**config.mk**
```make
export PLATFORM = sky130hd
export DESIGN_NAME = psc_fifo
export DESIGN_NICKNAME = d
export VERILOG_FILES = /design/src/hw/rtl/psc_pkg.sv /design/src/hw/rtl/psc_fifo.sv
export SDC_FILE = /design/constraint.sdc
export NUM_CORES = 1
export LEC_CHECK = 0
export BUFFER_PORTS_ARGS = -buffer_cell sky130_fd_sc_hd__buf_2
export CAP_MARGIN = 20
export CORE_UTILIZATION = 40
export CTS_BUF_LIST = sky130_fd_sc_hd__clkbuf_2
export CTS_CLUSTER_SIZE = 28
export DETAILED_ROUTE_END_ITERATION = 12
export GPL_ROUTABILITY_DRIVEN = 0
export HOLD_SLACK_MARGIN = 0.06
export PLACE_DENSITY = 0.59
export SLEW_MARGIN = 20
export SYNTH_ARGS = -nofsm -noshare
export SYNTH_HDL_FRONTEND = slang
export SYNTH_SLANG_ARGS = --single-unit
```
**constraint.sdc**
```tcl
create_clock -name clock -period 11.9 [get_ports clock]
set_input_delay 0 -clock clock [delete_from_list [all_inputs] [get_ports clock]]
set_output_delay 0 -clock clock [all_outputs]
set_load 0.01 [all_outputs]
```
**src/hw/rtl/psc_pkg.sv**
```systemverilog
// ============================================================================
// psc_pkg
// Types and constants shared by the pressure compensation datapath.
// ============================================================================
package psc_pkg;

   localparam int PSC_FIFO_DEPTH = 2;
   localparam int PSC_FIFO_PTR_W = $clog2(PSC_FIFO_DEPTH);
   localparam int PSC_FIFO_CNT_W = $clog2(PSC_FIFO_DEPTH + 1);
   localparam int PSC_DIV_STAGES = 64;
   // accept edge to the edge that samples the result strobe
   localparam int PSC_LATENCY    = 84;

   localparam logic [11:0] PSC_PRES_SCALE = 12'd3125;
   localparam logic signed [32:0] PSC_FINE_OFFSET = 33'sd128000;
   localparam logic [63:0] PSC_DIV_BIAS = 64'h0000_8000_0000_0000;

   typedef enum logic [1:0] {
      CSR_TEMP_CAL  = 2'd0,
      CSR_PRES_LOW  = 2'd1,
      CSR_PRES_HIGH = 2'd2,
      CSR_PRES_LAST = 2'd3
   } psc_csr_type;

   typedef struct packed {
      logic [15:0] t1;
      logic [15:0] t2;
      logic [15:0] t3;
      logic [15:0] p1;
      logic [15:0] p2;
      logic [15:0] p3;
      logic [15:0] p4;
      logic [15:0] p5;
      logic [15:0] p6;
      logic [15:0] p7;
      logic [15:0] p8;
      logic [15:0] p9;
   } psc_cal_type;

   // front -> back word: temperature plus signed dividend and divisor
   typedef struct packed {
      logic [31:0] temp;
      logic [63:0] numer;
      logic [63:0] denom;
   } psc_job_type;

   // sideband carried through the divider
   typedef struct packed {
      logic [31:0] temp;
      logic        div_zero;
      logic        q_neg;
   } psc_tag_type;

endpackage

```
**src/hw/rtl/psc_fifo.sv**
```systemverilog
// ============================================================================
// psc_fifo
// Short queue of words between front and back.
// ============================================================================
module psc_fifo
   import psc_pkg::*;
(
   input  logic        clock,
   input  logic        reset,
   input  logic        push,
   input  psc_job_type push_word,
   input  logic        pop,
   output logic        not_empty,
   output logic        full,
   output psc_job_type pop_word
);

   psc_job_type               mem_ff [PSC_FIFO_DEPTH];
   logic [PSC_FIFO_PTR_W-1:0] wr_ff, rd_ff;
   logic [PSC_FIFO_CNT_W-1:0] cnt_ff;

   always_ff @(posedge clock) begin
      if (reset) begin
         wr_ff  <= '0;
         rd_ff  <= '0;
         cnt_ff <= '0;
      end else begin
         if (push) begin
            wr_ff <= (wr_ff == PSC_FIFO_PTR_W'(PSC_FIFO_DEPTH - 1)) ? '0 : wr_ff + 1'b1;
         end
         if (pop) begin
            rd_ff <= (rd_ff == PSC_FIFO_PTR_W'(PSC_FIFO_DEPTH - 1)) ? '0 : rd_ff + 1'b1;
         end
         cnt_ff <= cnt_ff + PSC_FIFO_CNT_W'(push) - PSC_FIFO_CNT_W'(pop);
      end
   end

   always_ff @(posedge clock) begin
      if (push) begin
         mem_ff[wr_ff] <= push_word;
      end
   end

   assign not_empty = (cnt_ff != '0);
   assign full      = (cnt_ff == PSC_FIFO_CNT_W'(PSC_FIFO_DEPTH));
   assign pop_word  = mem_ff[rd_ff];

endmodule

```
==> impl_summary.md, run 1 <==
Run status
The flow did not finish. The last stage reached is clock tree synthesis. The tool reported: "[ERROR RSZ-0060] Max buffer count reached".

Synthesis
The synthesized netlist cell count is 519. The synthesized netlist contains 14 unique library cells. The compound-cell area share of the yosys netlist is 0%. The arithmetic-cell share of the synthesized area counting full adders, half adders and majority gates is less than 1%. The number of synthesized register bits is 325. The fraction of synthesized area in multiplexers is 17.9%. When the netlist entered floorplanning its net count stood at between 600 and 700. The total number of yosys warnings is 0. The post-synthesis simple-gate area fraction is less than 1%. After synthesis, the largest family of logic cells by area is multiplexers. The xor/xnor share of the synthesized area is less than 1%. After synthesis, flip-flops and latches occupy between 70% and 80% of the total area. The mean area per synthesized cell is 23.4 um2. In this run the cell area of the synthesized design comes to 12200 um2.

Die
The number of placed I/O pins is between 300 and 400. Once the floorplan was initialized, standard cells occupied 40.8% of the core. The floorplan has 63 rows. From left edge to right edge, the die measures 176 um. From bottom edge to top edge, the die measures 176 um.

Clock network
The number of buffers added to fix hold violations after cts is 274. In this run, CTS created clock tree buffers numbering 83. The H-tree was split into 3 levels. Once the clock tree was built, the resizer swapped 0 gates to a different size. The clock drives 325 sinks.

Once the clock tree was built, the setup fixing pass inserted 0 buffers. The root buffer cell is sky130_fd_sc_hd__clkbuf_2. The number of buffers on the longest clock path is 3.

Place
The count of input and output buffers is 325. The total placed instance area is roughly 14000 um2. Detailed placement ended at an HPWL of 14700 um.
-- logic make-up after synthesis --
family / Yosys count
XOR/XNOR: 3
adder cells (fa/ha/maj): 2
buffers and inverters: 20
flip-flops: 325
multiplexers: 160
AND/OR/NAND/NOR: 9
-- per-stage QoR --
| stage | std cells | hold WS, ps | worst slack, ps |
|---|---|---|---|
| floorplan | 519 | 71.6 | 3810 |
| global placement | 1222 | 187 | 9480 |
| detailed placement | 1222 | 191 | 9460 |
-- Yosys cell counts --
cell | instances | area share (%)
sky130_fd_sc_hd__dfxtp_1 | 5 | 0.82
sky130_fd_sc_hd__inv_1 | 2 | 0.062
sky130_fd_sc_hd__xnor3_1 | 1 | 0.19
sky130_fd_sc_hd__buf_2 | 6 | 0.25
sky130_fd_sc_hd__mux2_4 | 100 | 12
sky130_fd_sc_hd__and2_1 | 1 | 0.051
sky130_fd_sc_hd__nor2b_1 | 3 | 0.15
sky130_fd_sc_hd__nor2_1 | 4 | 0.12
sky130_fd_sc_hd__edfxtp_1 | 320 | 79
sky130_fd_sc_hd__or2_2 | 1 | 0.051
sky130_fd_sc_hd__xnor2_1 | 2 | 0.14
sky130_fd_sc_hd__buf_6 | 12 | 1.1
sky130_fd_sc_hd__mux2_2 | 60 | 5.6
sky130_fd_sc_hd__ha_1 | 2 | 0.21
==> inputs of run 2 (changes only) <==
Settings changed: CORE_UTILIZATION 40 to 25, CTS_BUF_LIST sky130_fd_sc_hd__clkbuf_2 to not set, CTS_CLUSTER_SIZE 28 to not set, HOLD_SLACK_MARGIN 0.06 to not set, PLACE_DENSITY 0.59 to not set, PLACE_DENSITY_LB_ADDON set to 0.15.
==> impl_summary.md, run 2 <==
Die
The floorplan die width is 223 um (+26%). The core footprint is 47800 um2. The number of placed I/O pins is 326 (unchanged). The initial standard-cell utilization of the core is 25.4% (-15 points). The row count is 80 (+27%).

The floorplan step defined a die boundary enclosing 49600 um2. The overall die height was 223 um (+26%).

Global route
Entering global routing, the biggest net connects 66 pins. The first global-routing pass estimated between 40000 and 50000 um of wire. For met2 alone, demand over resource in global routing was 18.2%.

Summed over all layers, the global routing overflow is 0. The global routing usage on met3 is between 4 and 5%. met2 is the most crowded layer. The via count of the first global-routing pass was 7192. The global-route track usage on met1 is 12.9%. The overall fraction of global-route tracks in use is 11.0%. The initial antenna violation count came to 3.

Critical path
The type of element capturing the critical path is an output pin. Along the worst path, the maximum fanout reaches 57. The startpoint identified for the worst register-to-register timing path is wr_ff. The kind of start point of the critical path is a register. The worst endpoint required time is 11900 ps. The slowest cell on the critical path is sky130_fd_sc_hd__buf_4. STA puts the critical path data arrival time at 3400 ps. The critical path goes through buf_4 -> buf_4 -> mux2_2 -> buf_2.

By instance count, the cell type seen most on the critical path is sky130_fd_sc_hd__buf_4. Broken down by cell family, the worst path's largest delay share belongs to buffers and inverters. By startpoint and endpoint, the worst setup path is classified as register to output pin.

The total buffers and inverters traversed by the critical path is 3. The worst stage delay on the critical path is 810 ps.

Clock network
The number of buffers inserted during clock tree synthesis is 39 (-53%). The number of buffers inserted by post-CTS setup repair is 0 (unchanged). The clock net sink count is 325 (unchanged).

The later pin in the worst-skew pair is clocked with a latency of 540 ps. The post-CTS clock slew at the launch and capture registers of the worst setup and hold paths is 50 ps. The number of buffers added to fix hold violations after cts is 165 (-40%). TritonCTS built the clock tree. The number of gates resized after cts is 0 (unchanged). The H-tree depth was 2 (-1). The number of buffers on the longest clock path is 3 (unchanged). The tree is rooted in a sky130_fd_sc_hd__clkbuf_16.

Route
For this run, design rule violations remaining after detail routing come to 0. The routed length per placed instance is 16.4 um. The detailed-route via count is 6602. Dividing the detail-routed via count by the number of cells gives 3.94. The detailed router finished its first iteration with 265 violations. Once detail routing completed, the nets flagged for antenna violations numbered 0. The length of the first detailed-routing pass in iterations is 4. The routed design has 27600 um of wire.

Timing
The number of failing hold endpoints at the final stage is 0. Setup violations remaining at the end of the flow were counted as 0. Setup repair after global routing left no endpoint under its margin. The number of pins exceeding their max-slew limit in the final report is 0.

Measured against its own limit, the worst slew margin works out to 33.3%. Between clock sinks in the finished design, the worst skew comes to ~11 ps. The post-layout worst setup margin is about 8500 ps. Derived from the worst setup path, the maximum achievable clock frequency is just under 0.3 GHz.

Final hold analysis gives a worst-case slack of 180 ps. At the pin with the least slew margin, the transition time is 1000 ps. The share of the clock period used by the worst path is 28.6%. After routing, the total negative slack on setup checks comes to 0 ps. Counting I/O delays and the setup requirement, the final critical path takes 3400 ps.

Synthesis
The top flip-flop cell by instance count after synthesis is sky130_fd_sc_hd__edfxtp_1. The total number of yosys warnings is 0 (unchanged). The library cell with the largest summed area after synthesis is sky130_fd_sc_hd__edfxtp_1. The number of unique standard cell types used by synthesis was 14 (unchanged). The synthesized netlist cell count is 519 (unchanged). The synthesized netlist net count is 685 (unchanged). By area the synthesized netlist is led by sky130_fd_sc_hd__edfxtp_1 (79%), sky130_fd_sc_hd__mux2_4 (12%), sky130_fd_sc_hd__mux2_2 (5.6%). The proportion of synthesized chip area in sequential cells is 79.8% (unchanged). The most frequent cell after synthesis is sky130_fd_sc_hd__edfxtp_1. The mean area per synthesized cell is 23.4 um2 (unchanged). The synthesized cell area is 12200 um2 (unchanged). The number of synthesized flops with an enable pin was 320 (unchanged). The number of synthesized register bits is 325 (unchanged).

The fraction of synthesis flops using an asynchronous set or reset pin is 0% (unchanged). Counting instances in the post-synthesis netlist gives the leading cell types as sky130_fd_sc_hd__edfxtp_1 (320), sky130_fd_sc_hd__mux2_4 (100), sky130_fd_sc_hd__mux2_2 (60), sky130_fd_sc_hd__buf_6 (12), sky130_fd_sc_hd__buf_2 (6). The proportion of netlist area held by the largest area contributor is 79.0% (unchanged).

Layout
Fill cells in the final layout number roughly 4600. In the final layout, flip-flops and latches occupy 9710 um2. The final layout net count is 1206. The final antenna diode count is 0. The area growth from synthesis to layout is 41.9%.

The number of flip-flops in the largest register is 320. The multi-input combinational cells in the finished layout cover a total of 2300 um2. In the final layout, the registers with the most flip-flops are mem_ff: 320 flops, cnt_ff: 2 flops. The register bank with the most flops is mem_ff.

The library cells used most frequently in the layout, excluding fill and tap cells, are sky130_fd_sc_hd__buf_2 (325), sky130_fd_sc_hd__edfxtp_1 (320), sky130_fd_sc_hd__dlygate4sd3_1 (165). The post-route netlist has about half of its cells at a drive strength greater than 1. The commonest non-fill, non-tap cell in the layout is sky130_fd_sc_hd__buf_2.

Worst hold path
The path class of the tightest hold or removal check is input pin to register. In this run the most critical hold path is launched from push_word[151].

Run status
The flow ran to the end, and the final reports show no timing, DRC or antenna violations.

Place
The post-placement setup slack is 8910 ps (-547 ps). The placed wire-length estimate is 17700 um (+20%). The count of input and output buffers came to 325 (unchanged).

Run
The number of max-capacitance violations reported is 0.

Pwr
For this design the static power due to leakage is 0.00665 uW. The power density relative to cell area is 161 nW/um2. VDD sags by at most 0.112 mV.
run 2: cell counts after synthesis:
Identical to the previous run, type by type.
run 2: area by class of cell:
| class | count | share of cell area (%) |
|---|---|---|
| Tap cell | 615 | 4.45 |
| Inverter | 2 | 0.0435 |
| Multi-Input combinational cell | 174 | 13.3 |
| Sequential cell | 325 | 56.2 |
| Timing Repair Buffer | 498 | 19.3 |
| Clock inverter | 13 | 0.645 |
| Clock buffer | 49 | 5.99 |
run 2: worst paths after layout:
kind                     to  cells past startpoint  slack [ps]
max            pop_word[14]                      4        8500
min reg2reg           rd_ff                      2         510
min          mem_ff[1][151]                      2         180
max reg2reg   mem_ff[1][64]                      2        9540
run 2: through the flow:
stage,power (uW),cells,util [%],cell area (um2)
6_report,2790,1676,36.1,17300
5_1_grt,2910,1676,36.1,17300
3_3_place_gp,1690,1449,30.3,14500
2_1_floorplan,1580,519,-,12200
3_5_place_dp,1700,1449,30.3,14500
4_1_cts,2850,1676,36.1,17300
run 2: cells by family after synthesis:
group / synth area share, %
DFF: 79.8
and+or+nand+nor: 0.380
buffers and inverters: 1.42
adders and majority gates: 0.206
muxes: 17.9
xor gates and xnor gates: 0.329
run 2: layer usage:
layer  share of wire, %  vias up
li1                   -     3101
met1                 42     3233
met2                 47      207
met3                8.0       55
met4                2.6        6
met5               0.16        -
run 2: power breakdown:
| part | switching (uW) | internal, uW | total [uW] | leakage (uW) |
|---|---|---|---|---|
| clock | 443 | 634 | 1080 | 0.000548 |
| sequential | 21.9 | 1340 | 1360 | 0.00305 |
| combinational | 163 | 187 | 350 | 0.00305 |
| total | 628 | 2160 | 2790 | 0.00665 |
Note: power is estimated with default switching activity, not from simulation.
==> inputs of run 3 (changes only) <==
Settings changed: ABC_AREA set to 1.
Clock period 11.9 ns to 3.15 ns, I/O delays scaled along.
==> impl_summary.md, run 3 <==
Timing
Setup repair after global routing left no endpoint under its margin. The setup TNS after final layout was 0 ps (unchanged). The final clock skew is 12.4 ps (+1.48 ps). The transition at the pin with the smallest max-transition slack is 853 ps (-147 ps).

The number of pins exceeding their max-slew limit in the final report came to 0 (unchanged). The headroom to the max-slew limit is 43.0% (+9.6 points). The maximum achievable frequency is 0.450 GHz.

The number of failing setup endpoints in the final timing report is 0 (unchanged). Of the available clock period, the critical path in the final layout requires 70.5%. The number of failing hold endpoints at the final stage is 0 (unchanged).

The minimum period implied by the final worst setup slack is 2220 ps.

Die
The overall die height is 223 um (about the same). The area of the die is 49600 um2 (about the same). The initial standard-cell utilization of the core is 25.4% (about the same). The row count is 80 (unchanged).

The floorplan die width was 223 um (about the same). The number of placed I/O pins was 326 (unchanged). The core footprint is 47800 um2 (unchanged).

Route
The routed length per placed instance is 16.3 um (-1.1%). The number of nets with antenna violations after routing is 0 (unchanged). The highest signal layer in the routed design is met5. The residual DRC count was 0 (unchanged). The detailed-route via count is 6648 (+0.70%).

The total length of routed met3 wires is 1930 um (-12%). The vias per cell is 3.93 (-0.26%). The violation count after the first detailed-route iteration is 272 (+2.6%). The length of the first detailed-routing pass in iterations was 4 (unchanged). The final wirelength is 27500 um (-0.12%). The met2 layer wire length in the routed design was 13100 um (+0.54%). The total routed wire length on the met1 layer came to 11700 um (+1.5%).

Critical path
The worst stage delay on the critical path came to 550 ps (-260 ps). The arrival time of the worst setup path is 2220 ps (-1180 ps). The worst register-to-register path ends at mem_ff[0][91]. The largest fanout on the critical path came to 72 (+26%). The depth of the worst register-to-register path was 2 (unchanged). The setup slack on the worst flop-to-flop path is 1420 ps (-8120 ps). STA classifies the critical path endpoint as an output pin.

The worst reg2reg path startpoint is wr_ff. The signal on the critical path passes through buf_12 -> mux2_2 -> buf_2. The kind of start point of the critical path is a register. The setup path with the least slack is of type register to output pin.

For this design, the slowest cell found on the critical path is sky130_fd_sc_hd__dfxtp_4. The worst endpoint required time is 3150 ps (-8750 ps).

Pwr
The sequential power share came to 48.3% (-0.5 points). The power consumption was 10500 uW (+280%). The peak supply drop is 0.375 mV (+240%). The fraction of power spent switching nets is 22.0% (-0.57 points).

The net switching power is 2310 uW (+270%). The design internal power is 8200 uW (+280%). The clock power share came to 39.6% (+1.0 points). The leakage power figure came to 0.00671 uW (+1.0%). The power density relative to cell area is 604 nW/um2 (+270%). The fraction of power consumed by combinational cells came to 12.1% (-0.5 points).

Place
The count of input and output buffers is 325 (unchanged). The placed wire-length estimate is 17400 um (-1.4%).

Synthesis
The proportion of netlist area held by the largest area contributor is 78.9% (about the same). The number of synthesized flops with an enable pin is 320 (unchanged). The mean area per synthesized cell came to 23.0 um2 (-1.9%).

The top flip-flop cell by instance count after synthesis is sky130_fd_sc_hd__edfxtp_1. The fraction of synthesis flops using an asynchronous set or reset pin is 0% (unchanged). The synthesized cell area is 12200 um2 (about the same).

The number of unique standard cell types used by synthesis is 14 (unchanged). The commonest cells after synthesis are sky130_fd_sc_hd__edfxtp_1 (320), sky130_fd_sc_hd__mux2_4 (100), sky130_fd_sc_hd__mux2_2 (60), sky130_fd_sc_hd__buf_6 (12), sky130_fd_sc_hd__inv_1 (8). sky130_fd_sc_hd__edfxtp_1 takes more of the synthesized area than any other cell. The total number of yosys warnings is 0 (unchanged).

The most frequent cell after synthesis is sky130_fd_sc_hd__edfxtp_1. The number of synthesized register bits is 325 (unchanged). The proportion of synthesized chip area in sequential cells was 79.7% (about the same). Ranked by total cell area, the synthesized netlist is headed by sky130_fd_sc_hd__edfxtp_1 (79%), sky130_fd_sc_hd__mux2_4 (12%), sky130_fd_sc_hd__mux2_2 (5.5%). The synthesized netlist cell count came to 529 (+1.9%). The synthesized netlist net count was 695 (+1.5%).

Layout
The area of the multi-input gates is 2280 um2 (-0.76%). The total area of sequential cells is 9710 um2 (about the same). In the layout the commonest cells are sky130_fd_sc_hd__buf_2 (325), sky130_fd_sc_hd__edfxtp_1 (320), sky130_fd_sc_hd__dlygate4sd3_1 (164). The number of filler cells placed in the layout is 4602 (-0.17%). The fraction of layout cells with a size suffix above 1 is 50.6% (-0.86 points). Leaving out fill and tap cells, the most frequent cell in the layout is sky130_fd_sc_hd__buf_2. The final antenna diode count was 0 (unchanged). The largest registers in the layout are mem_ff: 320 flops, cnt_ff: 2 flops. Ranked by flip-flop count, first place goes to mem_ff. The final layout net count was 1217 (+0.91%). The number of flip-flops in the largest register came to 320 (unchanged).

The area growth from synthesis to layout is 42.9%.

Clock network
The number of buffers on the longest clock path is 3 (unchanged). The CTS tree is yes. The worst-skew pair later-pin latency is 540 ps (about the same). The post-CTS clock slew at the launch and capture registers of the worst setup and hold paths is 50 ps (about the same). The H-tree depth is 2 (unchanged). The number of gates resized after cts is 0 (unchanged). The clock net sink count was 325 (unchanged).

The cell sitting at the root of the clock tree is a sky130_fd_sc_hd__clkbuf_16. The number of buffers inserted during clock tree synthesis was 38 (-2.6%). The number of buffers inserted by post-CTS setup repair is 0 (unchanged).

Global route
The via count of the first global-routing pass is 7234 (+0.58%). The maximum number of pins on one net before global-route repair is 73 (+11%). The first-pass GRT wire length came to 41200 um (-0.15%). The overall overflow remaining after global route is 0 (unchanged). The initial antenna violation count is 0 (-3).

The overall fraction of global-route tracks in use came to 10.9% (-0.11 points).

Worst hold path
The path with the worst hold slack has its endpoint at mem_ff[0][4]. The worst hold path begins at push_word[4]. The class of the tightest hold or removal check is input pin to register. The number of cells on the worst hold path is 2 (unchanged).

Run
The number of max-capacitance violations reported came to 0 (unchanged).

Run status
The flow ran to the end, and the final reports show no timing, DRC or antenna violations.
-- run 3: changes by cell type in the layout (fill, tap and decap cells not counted), moves of 2 or more --
cell                         previous run  this run
sky130_fd_sc_hd__buf_12                 0         6
sky130_fd_sc_hd__nor2b_1                2         0
sky130_fd_sc_hd__nor2_1                 4         6
sky130_fd_sc_hd__inv_1                  2         7
sky130_fd_sc_hd__buf_4                  8         5
sky130_fd_sc_hd__clkinv_1               4        13
sky130_fd_sc_hd__nand2_1                0         4
sky130_fd_sc_hd__clkinvlp_4             3         1
-- run 3: metrics by stage --
step	cell area (um2)	instances	utilization, %	hold WS, ps	setup slack [ps]
finish	17400	1692	36.4	177	928
global route	17400	1692	36.4	159	808
CTS	17400	1692	36.4	130	850
detailed placement	14600	1462	30.5	191	1290
global placement	14600	1462	30.5	188	1280
floorplan	12200	529	-	71.2	-21.3
-- run 3: kinds of logic after synthesis --
group | Yosys count | synth area share (%)
multiplexers | 160 | 17.9
AND/OR/NAND/NOR | 14 | 0.452
XOR/XNOR | 1 | 0.0719
flip-flops | 325 | 79.7
AO/OA/AOI/OAI | 1 | 0.0411
buffers and inverters | 26 | 1.60
adder cells (fa/ha/maj) | 2 | 0.205
-- run 3: layer usage --
layer	track usage (%)	vias to the layer above
li1	-	3133
met1	13.1	3254
met2	18.0	209
met3	3.49	50
met4	4.67	2
met5	0	-
-- run 3: final cells by class --
class / count / area share [%]
sequential: 325 / 55.8
timing repair buffer: 500 / 19.7
multi-input combinational: 178 / 13.1
clock buffer: 50 / 6.09
tap: 615 / 4.42
clock inverter: 16 / 0.654
inverter: 8 / 0.194
-- run 3: power groups by stage --
stage / sequential (uW) / combinational [uW] / clock [uW]
6_report: 5070 / 1270 / 4160
3_5_place_dp: 5170 / 1140 / 0
5_1_grt: 5090 / 1380 / 4450
3_3_place_gp: 5160 / 1140 / 0
4_1_cts: 5080 / 1310 / 4320
2_1_floorplan: 5160 / 671 / 0
-- run 3: critical path: cells and delay by family (launching register included) --
family / cells / cell delay, ps
buffers and inverters: 2 / 590
DFF: 1 / 550
muxes: 1 / 410
-- run 3: worst max path at each step --
stage | end | slack (ps) | depth (start not counted)
after floorplan | mem_ff[1][0] | -20 | 2
after global placement | mem_ff[0][92] | 1280 | 2
after CTS | pop_word[33] | 850 | 3
after global routing | pop_word[33] | 810 | 3
after detailed placement | mem_ff[0][100] | 1290 | 2
final | pop_word[36] | 930 | 3
-- run 3: timing repair --
action	in CTS	in global routing
endpoints found under the hold margin	325	0
hold buffers	164	0
setup endpoints to repair	0	0
==> inputs of run 4 (changes only) <==
Settings changed: ABC_AREA 1 to 0.
Clock period 3.15 ns to 2.05 ns, I/O delays scaled along.
==> impl_summary.md, run 4 (synthesis gave the netlist of run 2 again) <==
Timing
The post-layout worst setup margin is 107 ps (-821 ps). The number of failing hold endpoints at the final stage came to 0 (unchanged). The maximum achievable frequency is 0.515 GHz. The number of failing setup endpoints in the final timing report is 0 (unchanged).

The transition at the pin with the smallest max-transition slack came to 595 ps (-258 ps). The number of pins exceeding their max-slew limit in the final report is 0 (unchanged). The worst path needs approximately 1900 ps of the cycle, external delays included. The headroom to the max-slew limit is 60.3% (+17 points). Setup repair after global routing could not meet its margin everywhere. The setup TNS after final layout is 0 ps (unchanged). The final clock skew is 12.4 ps (-0.0657 ps).

The final critical path takes up 94.8% of the cycle. The worst hold margin is 179 ps (+1.63 ps).

Global route
The via count of the first global-routing pass is 7267 (+0.46%). The overall fraction of global-route tracks in use came to 11.1% (+0.20 points). The first-pass GRT wire length is 42100 um (+2.1%).

The maximum number of pins on one net before global-route repair is 88 (+21%). The overall overflow remaining after global route came to 0 (unchanged). The initial antenna violation count was 0 (unchanged).

Layout
The final layout net count was 1216 (-0.082%). From synthesis to final layout, the design area changed by 43.9%. The final antenna diode count was 0 (unchanged). The final cell count without fillers is 1691 (-0.059%). The area of all placed cells without fillers was 17500 um2 (+0.65%). The largest registers in the layout are mem_ff: 320 flops, cnt_ff: 2 flops. The total area of sequential cells is 9710 um2 (unchanged). In the layout the commonest cells are sky130_fd_sc_hd__buf_2 (325), sky130_fd_sc_hd__edfxtp_1 (320), sky130_fd_sc_hd__dlygate4sd3_1 (165). The number of flip-flops in the largest register is 320 (unchanged). More flip-flops sit in one register than any other, and that register is mem_ff. The area of the multi-input gates is 2310 um2 (+1.1%). The fraction of layout cells with a size suffix above 1 is 51.8% (+1.2 points). Leaving out fill and tap cells, the most frequent cell in the layout is sky130_fd_sc_hd__buf_2.

The number of filler cells placed in the layout is 4588 (-0.30%).

Place
The total placed instance area is 14700 um2 (+0.73%). The post-placement setup slack was 616 ps (-675 ps). The placed wire-length estimate is 17700 um (+1.7%). The number of placed instances, taps included is 1459 (-0.21%). The count of input and output buffers is 325 (unchanged).

Pwr
The peak supply drop is 0.564 mV (+51%). The power density relative to cell area is 929 nW/um2 (+54%). The leakage power figure came to 0.00677 uW (+0.80%).

Route
The vias per cell is 3.93 (about the same). The final wirelength is 27800 um (+1.1%). The detailed-route via count came to 6646 (-0.030%). The violation count after the first detailed-route iteration is 253 (-7.0%).

The residual DRC count was 0 (unchanged). The number of nets with antenna violations after routing is 0 (unchanged). The routed length per placed instance is 16.5 um (+1.1%). The length of the first detailed-routing pass in iterations is 4 (unchanged).

Clock network
The clock net sink count is 325 (unchanged). Clock tree synthesis selected as its root buffer the cell sky130_fd_sc_hd__clkbuf_16. The post-CTS clock slew at the launch and capture registers of the worst setup and hold paths came to 60 ps (about the same). The number of buffers on the longest clock path is 3 (unchanged). The worst-skew pair later-pin latency was 540 ps (about the same). TritonCTS built the clock tree. The number of buffers inserted during clock tree synthesis is 39 (+2.6%). The H-tree depth is 2 (unchanged).

Worst hold path
The class of the tightest hold or removal check is input pin to register.

Run
The number of max-capacitance violations reported is 0 (unchanged).

Critical path
The depth of the worst register-to-register path was 7 (+5). The largest fanout on the critical path is 48 (-33%). The critical register-to-register path endpoint is cnt_ff[1]. STA classifies the critical path endpoint as an output pin.

The arrival time of the worst setup path came to 1940 ps (-280 ps). In this run the worst setup path terminates at pop_word[158]. The setup slack on the worst flop-to-flop path is 320 ps (-1100 ps). The category of the critical setup timing path is register to output pin. The kind of start point of the critical path is a register. The worst endpoint required time is 2050 ps (-1100 ps). The worst reg2reg path startpoint is cnt_ff[0].

Die
The area of the die was 49600 um2 (about the same). The number of placed I/O pins is 326 (unchanged). The core footprint is 47800 um2 (unchanged).

The floorplan die width is 223 um (about the same). The initial standard-cell utilization of the core came to 25.4% (about the same). The overall die height is 223 um (about the same). The row count is 80 (unchanged).

Run status
The flow ran to the end, and the final reports show no timing, DRC or antenna violations.
==> run 4: cell count changes in the layout (fill, tap and decap cells not counted), moves of 4 or more <==
cell and delta:
sky130_fd_sc_hd__clkinv_1 -6, sky130_fd_sc_hd__inv_1 -5, sky130_fd_sc_hd__buf_12 +4, sky130_fd_sc_hd__clkinv_2 +4
sky130_fd_sc_hd__nand2_1 -4
==> run 4: how the worst min path moves through the flow <==
| stage | end | cells past startpoint | from |
|---|---|---|---|
| 2_1_floorplan | wr_ff | 1 | reset |
| 3_3_place_gp | mem_ff[1][71] | 1 | push_word[71] |
| 3_5_place_dp | mem_ff[1][47] | 1 | push_word[47] |
| 4_1_cts | mem_ff[0][58] | 2 | push_word[58] |
| 5_1_grt | mem_ff[0][47] | 2 | push_word[47] |
| 6_report | mem_ff[1][45] | 2 | push_word[45] |
==> run 4: per-stage QoR <==
step	total power (uW)	util [%]
3_5_place_dp	9920	30.7
4_1_cts	16600	36.6
3_3_place_gp	9920	30.7
2_1_floorplan	9100	-
6_report	16300	36.6
5_1_grt	17000	36.6
==> run 4: report_power, final <==
| group | switching, uW | total, uW | internal (uW) |
|---|---|---|---|
| clock network | 2550 | 6260 | 3700 |
| registers | 102 | 7870 | 7770 |
| logic | 997 | 2150 | 1150 |
==> run 4: final cells by class <==
type	instances	share of cell area, %
clock buffers	54	6.25
clock inverters	13	0.343
inverters	2	0.0429
multi-input cells	174	13.2
flip-flops and latches	325	55.5
well taps	615	4.39
repair buffers	508	20.3
==> run 4: critical path, cell delays in order (launching register included) <==
cell                      delay (ps)
sky130_fd_sc_hd__dfxtp_4         490
sky130_fd_sc_hd__buf_16          350
sky130_fd_sc_hd__mux2_2          380
sky130_fd_sc_hd__buf_2           150
==> run 4: metal layers <==
metal  vias up  global-route usage, %  share of wire, %
li1       3121                      -                 -
met1      3268                   14.2                45
met2       220                   17.4                46
met3        37                   3.83               7.4
met4         0                   4.27               2.3
met5         -                      0                 0
==> run 4: timing repair <==
action                                 CTS  global route
setup buffers                            0             0
hold buffers                           165             0
gates resized for setup                  0             3
setup endpoints to repair                0             9
endpoints found under the hold margin  333             0
